`config.mk`:
```
export PLATFORM = sky130hd
export DESIGN_NAME = ephc_front_flat
export DESIGN_NICKNAME = d
export VERILOG_FILES = /design/src/rtl/ephc_pkg.sv /design/src/rtl/ephc_ifs.sv /design/src/rtl/ephc_front.sv /design/src/flat_wrapper.sv
export VERILOG_INCLUDE_DIRS = /design/src /design/src/rtl
export SDC_FILE = /design/constraint.sdc
export NUM_CORES = 1
export LEC_CHECK = 0
export ABC_AREA = 0
export BUFFER_PORTS_ARGS = -buffer_cell sky130_fd_sc_hd__buf_4
export CORE_MARGIN = 2
export CORE_UTILIZATION = 30
export DETAILED_ROUTE_END_ITERATION = 7
export GPL_TIMING_DRIVEN = 0
export SETUP_SLACK_MARGIN = 0.2
export SLEW_MARGIN = 0
export SYNTH_ARGS = -nofsm -noshare
export SYNTH_HDL_FRONTEND = slang
export SYNTH_SLANG_ARGS = --single-unit
```
`constraint.sdc`:
```
create_clock -name clk -period 2.86 [get_ports clk]
set_clock_uncertainty 0.1 [all_clocks]
set_input_delay 0.143 -clock clk [delete_from_list [all_inputs] [get_ports clk]]
set_output_delay 0.143 -clock clk [all_outputs]
set_load 0.01 [all_outputs]
```
`src/rtl/event_pattern_histogram_core_macros.svh`:
```
// Assertion macros shared by the histogram core RTL.
`ifndef EVENT_PATTERN_HISTOGRAM_CORE_MACROS_SVH
`define EVENT_PATTERN_HISTOGRAM_CORE_MACROS_SVH
`ifndef NO_ASSERTIONS
`define EPHC_ASSERT(label, clk, rst, prop, msg) \
  label: assert property (@(posedge clk) disable iff (rst) (prop)) else $error(msg);
`define EPHC_NEVER(label, clk, rst, cond, msg) \
  label: assert property (@(posedge clk) disable iff (rst) !(cond)) else $error(msg);
`else
`define EPHC_ASSERT(label, clk, rst, prop, msg)
`define EPHC_NEVER(label, clk, rst, cond, msg)
`endif
`endif

```
`src/rtl/ephc_pkg.sv`:
```
// Types and constants of the event pattern histogram core.
package ephc_pkg;

  localparam int EVENT_W     = 32;
  localparam int INDEX_W     = 16;
  localparam int COUNT_W     = 32;
  localparam int ADDR_MAX_W  = 20;
  localparam int QUEUE_DEPTH = 4;
  localparam int QPTR_W      = 2;

  localparam logic [COUNT_W-1:0] COUNT_MAX = '1;

  localparam logic KIND_COUNT = 1'b0;
  localparam logic KIND_READ  = 1'b1;

  typedef enum logic [1:0] {
    OP_COUNT,
    OP_READ,
    OP_READ_ZERO
  } op_t;

  typedef enum logic [1:0] {
    ST_CLEAR,
    ST_IDLE,
    ST_UPDATE
  } back_state_t;

  typedef struct packed {
    op_t                   op;
    logic [ADDR_MAX_W-1:0] addr;
  } queue_entry_t;

  typedef struct packed {
    logic         valid;
    queue_entry_t entry;
  } queue_head_t;

endpackage

```
`src/rtl/ephc_ifs.sv`:
```
// Handshake interfaces for the input items and the result items.
interface ephc_in_if;
  logic                         valid;
  logic                         ready;
  logic                         kind;
  logic [ephc_pkg::EVENT_W-1:0] event_word;
  logic [ephc_pkg::INDEX_W-1:0] bin_index;

  modport source (output valid, kind, event_word, bin_index, input ready);
  modport sink (input valid, kind, event_word, bin_index, output ready);
endinterface


```
`src/rtl/ephc_front.sv`:
```
// Front end: accepts items, classifies them and queues work for the back end.
`include "event_pattern_histogram_core_macros.svh"

module ephc_front #(
  parameter int CHANNELS = 16
) (
  input  logic                   clk,
  input  logic                   rst,
  ephc_in_if.sink                item,
  input  logic                   clearing,
  input  logic                   pop,
  output ephc_pkg::queue_head_t  head
);

  localparam int AW = CHANNELS;

  ephc_pkg::queue_entry_t slots [ephc_pkg::QUEUE_DEPTH];
  ephc_pkg::queue_entry_t entry;

  logic [ephc_pkg::QPTR_W-1:0] wr_ptr;
  logic [ephc_pkg::QPTR_W-1:0] rd_ptr;
  logic [ephc_pkg::QPTR_W:0]   fill;
  logic [ephc_pkg::EVENT_W-1:0] index_ext;
  logic full;
  logic keep;
  logic push;
  logic event_in_range;
  logic index_in_range;

  assign full = (fill == (ephc_pkg::QPTR_W + 1)'(ephc_pkg::QUEUE_DEPTH));

  assign index_ext      = ephc_pkg::EVENT_W'(item.bin_index);
  assign event_in_range = ((item.event_word >> CHANNELS) == '0);
  assign index_in_range = ((index_ext >> CHANNELS) == '0);

  // Out-of-range event words are accepted and dropped here; they never
  // reach the queue. Reads of missing bins are queued so results stay ordered.
  always_comb begin
    case (item.kind)
      ephc_pkg::KIND_COUNT: begin
        keep       = event_in_range;
        entry.op   = ephc_pkg::OP_COUNT;
        entry.addr = ephc_pkg::ADDR_MAX_W'(item.event_word[AW-1:0]);
      end
      default: begin
        keep       = 1'b1;
        entry.op   = index_in_range ? ephc_pkg::OP_READ : ephc_pkg::OP_READ_ZERO;
        entry.addr = ephc_pkg::ADDR_MAX_W'(index_ext[AW-1:0]);
      end
    endcase
  end

  assign item.ready = !clearing && !full;
  assign push       = item.valid && item.ready && keep;

  always_ff @(posedge clk) begin
    if (rst) begin
      wr_ptr <= '0;
      rd_ptr <= '0;
      fill   <= '0;
    end else begin
      if (push) begin
        wr_ptr <= wr_ptr + 1'b1;
      end
      if (pop) begin
        rd_ptr <= rd_ptr + 1'b1;
      end
      if (push && !pop) begin
        fill <= fill + 1'b1;
      end else if (pop && !push) begin
        fill <= fill - 1'b1;
      end
    end
  end

  always_ff @(posedge clk) begin
    if (push) begin
      slots[wr_ptr] <= entry;
    end
  end

  assign head.valid = (fill != '0);
  assign head.entry = slots[rd_ptr];

  `EPHC_NEVER(a_push_when_full, clk, rst, push && full, "queue written while full")
  `EPHC_NEVER(a_pop_when_empty, clk, rst, pop && (fill == '0), "queue read while empty")

endmodule

```
`src/flat_wrapper.sv`:
```
// flat-port wrapper written by rule: the top's interface ports become plain ports
module ephc_front_flat 
#(
  parameter int CHANNELS = 16
)
  (clk, rst, clearing, pop, head, item_valid, item_kind, item_event_word, item_bin_index, item_ready);
  ephc_in_if item_i ();
  input  logic clk;
  input  logic rst;
  input  logic clearing;
  input  logic pop;
  output ephc_pkg::queue_head_t head;
  input wire logic [$bits(item_i.valid)-1:0] item_valid;
  input wire logic [$bits(item_i.kind)-1:0] item_kind;
  input wire logic [$bits(item_i.event_word)-1:0] item_event_word;
  input wire logic [$bits(item_i.bin_index)-1:0] item_bin_index;
  output wire logic [$bits(item_i.ready)-1:0] item_ready;
  assign item_i.valid = item_valid;
  assign item_i.kind = item_kind;
  assign item_i.event_word = item_event_word;
  assign item_i.bin_index = item_bin_index;
  assign item_ready = item_i.ready;
  ephc_front #(.CHANNELS(CHANNELS)) u_core (.clk(clk), .rst(rst), .item(item_i), .clearing(clearing), .pop(pop), .head(head));
endmodule
```
---- Word level (Yosys, flattened, before mapping) ----
Memories as Yosys holds them, arrays and structs flattened. A register that Yosys moved wholly into a read port is not among the register bits.
Cells that the tools add are included.
storage, ports and cells
  bits in registers ....................... 7
  bits in writable memories ............... 84
  word-level logic and storage cells ...... 29
  memories ................................ 1
memory list
  name          depth  bits a word  rd ports  clocked after Yosys merged registers in  write ports  line              source
  u_core.slots  4      21           1         1                                        1            ephc_front.sv:17  ephc_pkg::queue_entry_t slots [ephc_pkg::QUEUE_DEPTH];
cells by class
  add/subtract/negate cells ............... 4
  equality and inequality tests ........... 1
  multiplexer cells ....................... 8
  reductions and logical operators ........ 12
operators with widths
  cell                 number
  $logic_not 32->1     1
  $mux 21              1
  $mux 3               2
  $logic_and 1x1->1    5
  $add 2x1->2 const B  2
  $logic_not 1->1      4
  $mux 2               2
  $add 3x1->3 const B  1
  $eq 3x3->1 const B   1
  $mux 1               3
  $reduce_bool 3->1    1
  $sub 3x1->3 const B  1
  $reduce_bool 2->1    1

---- Longest topological paths before layout ----
  depth in word-level cells ............... 9
  mapped depth ............................ 9

---- Worst setup path after synthesis ----
OpenSTA, ideal clock, no wires.
  path kind ............................... input-to-reg
  from .................................... in item_event_word[18]
  to ...................................... reg u_core.fill[2] (netlist bit)
  setup time .............................. 0.070 ns
  arrival time ............................ 1.856 ns
  required time ........................... 2.690 ns
  setup slack ............................. 0.834 ns
  cell stages on the path ................. 9
  buffers on the path ..................... 0
  cell sequence ........................... nor4_4 > a41oi_1 > nor2_1 > ha_1 > inv_1 > fa_1 > xor2_1 > or3_1 > a21oi_1
on the way
  longest elaborated chain between the ends .. 6
  elaborated cells between the ends (all ways) .. 8
  classes of those cells .................. mux (2); reduce/logical (6)
ends and longest elaborated chain
  what                         line                source
  start: declaration           flat_wrapper.sv:15  input wire logic [$bits(item_i.event_word)-1:0] item_event_word;
  $logic_not 32->1 (*)         ephc_front.sv:33    assign event_in_range = ((item.event_word >> CHANNELS) == '0);
  $mux 1 (*)                   ephc_front.sv:39    case (item.kind)
  $logic_and 1x1->1 (*)        ephc_front.sv:54    assign push = item.valid && item.ready && keep;
  named net u_core.push        ephc_front.sv:26    logic push;
  $logic_not 1->1              ephc_front.sv:70    end else if (pop && !push) begin
  $logic_and 1x1->1            ephc_front.sv:70
  $reduce_bool 2->1 (no line)  --
  end signal: assignment       ephc_front.sv:69    fill <= fill + 1'b1;
  end signal: assignment       ephc_front.sv:71    fill <= fill - 1'b1;
  end: declaration             ephc_front.sv:22    logic [ephc_pkg::QPTR_W:0] fill;
The timed path passes the listed nets; every way through them passes the cells marked *.
A chain may end at the register's enable or synchronous reset.

---- Worst setup path in the final report ----
  from .................................... in item_kind
  to ...................................... reg u_core.fill[2] (netlist bit)
on the way
  longest elaborated chain between the ends .. 5
  elaborated cells between the ends (all ways) .. 7
  classes of those cells .................. mux (2); reduce/logical (5)
ends and longest elaborated chain
  what                         line                source
  start: declaration           flat_wrapper.sv:14  input wire logic [$bits(item_i.kind)-1:0] item_kind;
  $mux 1 (*)                   ephc_front.sv:39
  $logic_and 1x1->1 (*)        ephc_front.sv:54
  named net u_core.push        ephc_front.sv:26
  $logic_not 1->1              ephc_front.sv:70
  $logic_and 1x1->1            ephc_front.sv:70
  $reduce_bool 2->1 (no line)  --
Marked as above.

==> run_results.csv <==
group,metric,value,unit
power,vdd.ir_drop.worst,0.318,mV
floorplanning,start_util,30.4,%
routing,met1_length,2630,µm
timing,maxSlewHeadroom,35.6,%
finish,final_cell_mix,"buf_4, edfxtp_1, mux4_2",
timing,fin_hold_ws,0.0410,ns
place,placed_cell_area,3990,µm²
synth,syn_area,3260,µm²
job,cap_violations,0,
routing,routed_wl,5950,µm
status,status,"complete, no violations",
setup_path,critPathMaxStageDelay,0.52,ns
clock_tree,cts-buffers-inserted,9,
setup_path,path_class,"primary input to flip-flop",
synth,ys_top_cells_by_area,"edfxtp_1, mux4_2, dfxtp_1, mux2_1, nor4_4",
routing,vias,1757,
timing,hold_viol_final,0,
timing,period_minus_slack,2.36,ns
floorplanning,die_area,11700,µm²
floorplanning,io_pins,78,
finish,fin_area,4210,µm²
timing,rsz0062_at_grt,"false",
synth,synth_top_cell_area_share,62.6,%
setup_path,crit_path_top_delay_cell,"dlygate4sd3_1",
clock_tree,clk_latency,0.34,ns
finish,drive_gt1_share,46.8,%
setup_path,worstPathArrival,2.53,ns
power,power_density,580,nW/µm²
clock_tree,cts_tree,"done",
synth,synth-seq-area-share,68.1,%
timing,layout_worst_path_cycle_share,82.4,%
clock_tree,post_cts_resized,0,
synth,yosysUniqueCellTypes,32,
timing,max_freq,0.425,GHz
routing,dr.max_layer_used,"met4",
clock_tree,cts.htree.levels,3,
synth,synth_top_area_cell,"edfxtp_1",
timing,setup_slack,0.504,ns
setup_path,path_cells,"dlygate4sd3_1 > buf_4 > buf_2 > a41oi_1 > nor2_1 > ha_1 > inv_1 > fa_1 > xor2_1 > or3_1 > a21oi_1",
timing,worstMarginPinSlew,0.966,ns
place,detailed_place_hpwl,4010,µm
place,port_buffers,71,
global_route,grt_pass1_vias,1817,
setup_path,r2r-start,"u_core.fill[0]",
setup_path,r2r_cells,9,
setup_path,crit_buf_inv,4,
floorplanning,dieHeight,108,µm
setup_path,worstReg2RegEnd,"u_core.fill[2]",
place,pre_cts_ws,0.515,ns
clock_tree,path_clk_slew,0.08,ns
floorplanning,core,10700,µm²
routing,routedWlPerCell,14.8,µm
clock_tree,cts.sinks,77,
routing,met3WireLength,360,µm
floorplanning,num_rows,38,
setup_path,crit_start,"item_kind",
setup_path,reg2reg_setup_slack,0.68,ns
clock_tree,clock_path_buffers,2,
synth,syn_area_per_cell,19.2,µm²
setup_path,path_depth,11,
finish,diodes,0,
synth,synth_warnings,0,
setup_path,crit_required,3.03,ns
routing,antenna_left,0,
routing,post_drt_via_cell_ratio,4.36,
synth,syn_inst,170,
routing,drt_pre_antenna_iters,4,
global_route,grt_pass1_wl,9520,µm
finish,nets,318,
clock_tree,clockRootBuffer,"clkbuf_8",
finish,area_growth,29.1,%
global_route,grtUsageTotal,11.1,%
routing,dr_wl_met2,2890,µm
global_route,antenna_found_initial,0,
global_route,grt_max_degree,18,
routing,drtIter0Drc,39,
routing,remaining_drc_errors,0,
power,p_leak,0.00153,µW
global_route,gr-total-overflow,0,
timing,setup_violations,0,
setup_path,endpoint,"u_core.fill[2]",
setup_path,end_kind,"flip-flop",
power,total_power,2440,µW
timing,slew_viol_final,0,
place,place_congestion,0.635,
finish,layout_commonest_cell,"buf_4",
timing,setup_tns,0,ns
setup_path,start_kind,"primary input",
hold_path,min_path_type,"primary input to flip-flop",
synth,synth_seq_cells,77,
setup_path,crit_family,"buffers and inverters",
setup_path,worstPathMaxFanout,9,
floorplanning,die_w,108,µm
-- per-stage QoR --
stage	utilization, %	std cells
floorplan	-	174
global placement	37.1	385
detailed placement	37.1	385
CTS	39.2	403
global route	39.2	403
finish	39.2	403
-- how the worst min path moves through the flow --
stage	endpoint	from	slack [ns]	cells past startpoint
global placement	u_core.slots[1][20]	item_kind	0.26	1
global route	u_core.fill[0]	rst	0.05	2
CTS	u_core.fill[0]	rst	0.03	2
detailed placement	u_core.slots[3][20]	item_kind	0.26	1
finish	u_core.fill[0]	rst	0.04	2
floorplan	u_core.slots[0][20]	item_kind	0.14	0
-- synth_stat cells --
library cell  instances
clkbuf_2              1
nor2_1                6
o21ai_1               1
nand2_1               2
inv_1                 3
dfxtp_1               9
buf_4                 5
nor4_4                4
ha_1                  5
a41oi_1               1
mux4_2               17
xnor2_1               1
xor2_1                3
nand3_2               1
conb_1                1
a21oi_1               3
or3_1                 2
and3_1                4
buf_2                 3
nor2b_1               2
edfxtp_1             68
mux2_1               16
o21ai_0               2
buf_6                 2
nand3_1               1
and2_4                1
mux2i_1               1
inv_2                 1
a41o_2                1
clkbuf_1              1
fa_1                  1
or3b_1                1
-- power by group --
part / total [µW] / internal (µW) / switching, µW
combinational: 327 / 184 / 143
sequential: 1270 / 1260 / 14.6
clock: 846 / 419 / 427
total: 2440 / 1860 / 585
-- logic make-up (layout without fill, tap and decap cells) --
family                     after synthesis  count (layout)  synth area share (%)
AOI/OAI and AO/OA                        8               8                  1.53
xor gates and xnor gates                 4               4                  1.07
adders and majority gates                6               6                  2.53
buffers and inverters                   16             105                  3.03
DFF                                     77              77                  68.1
muxes                                   34              34                  17.6
other                                    1               5                 0.115
and+or+nand+nor                         24              24                  6.06
-- state kept, by name (all words and copies together), names as in the netlist, named ones only --
register,flops
u_core.slots,68
u_core.fill,3
u_core.rd_ptr,2
u_core.wr_ptr,2
-- repair_timing --
action | CTS | global route
buffers inserted | 0 | 0
hold buffers | 2 | 0
hold endpoints to repair | 6 | 0
-- layer usage --
| layer | vias to the layer above | track usage [%] |
|---|---|---|
| li1 | 839 | - |
| met1 | 854 | 14.0 |
| met2 | 56 | 18.3 |
| met3 | 8 | 3.62 |
| met4 | 0 | 3.57 |
| met5 | - | 0 |
-- cell type report --
class,instances,area [µm²]
Timing Repair Buffer,73,553
Clock inverter,7,81.3
Multi-Input combinational cell,81,957
Buffer,12,83.8
Sequential cell,77,2220
Inverter,4,15.0
Clock buffer,9,124
Tap cell,140,175
Fill cell,1012,6530
(Power assumes the default switching activity.)
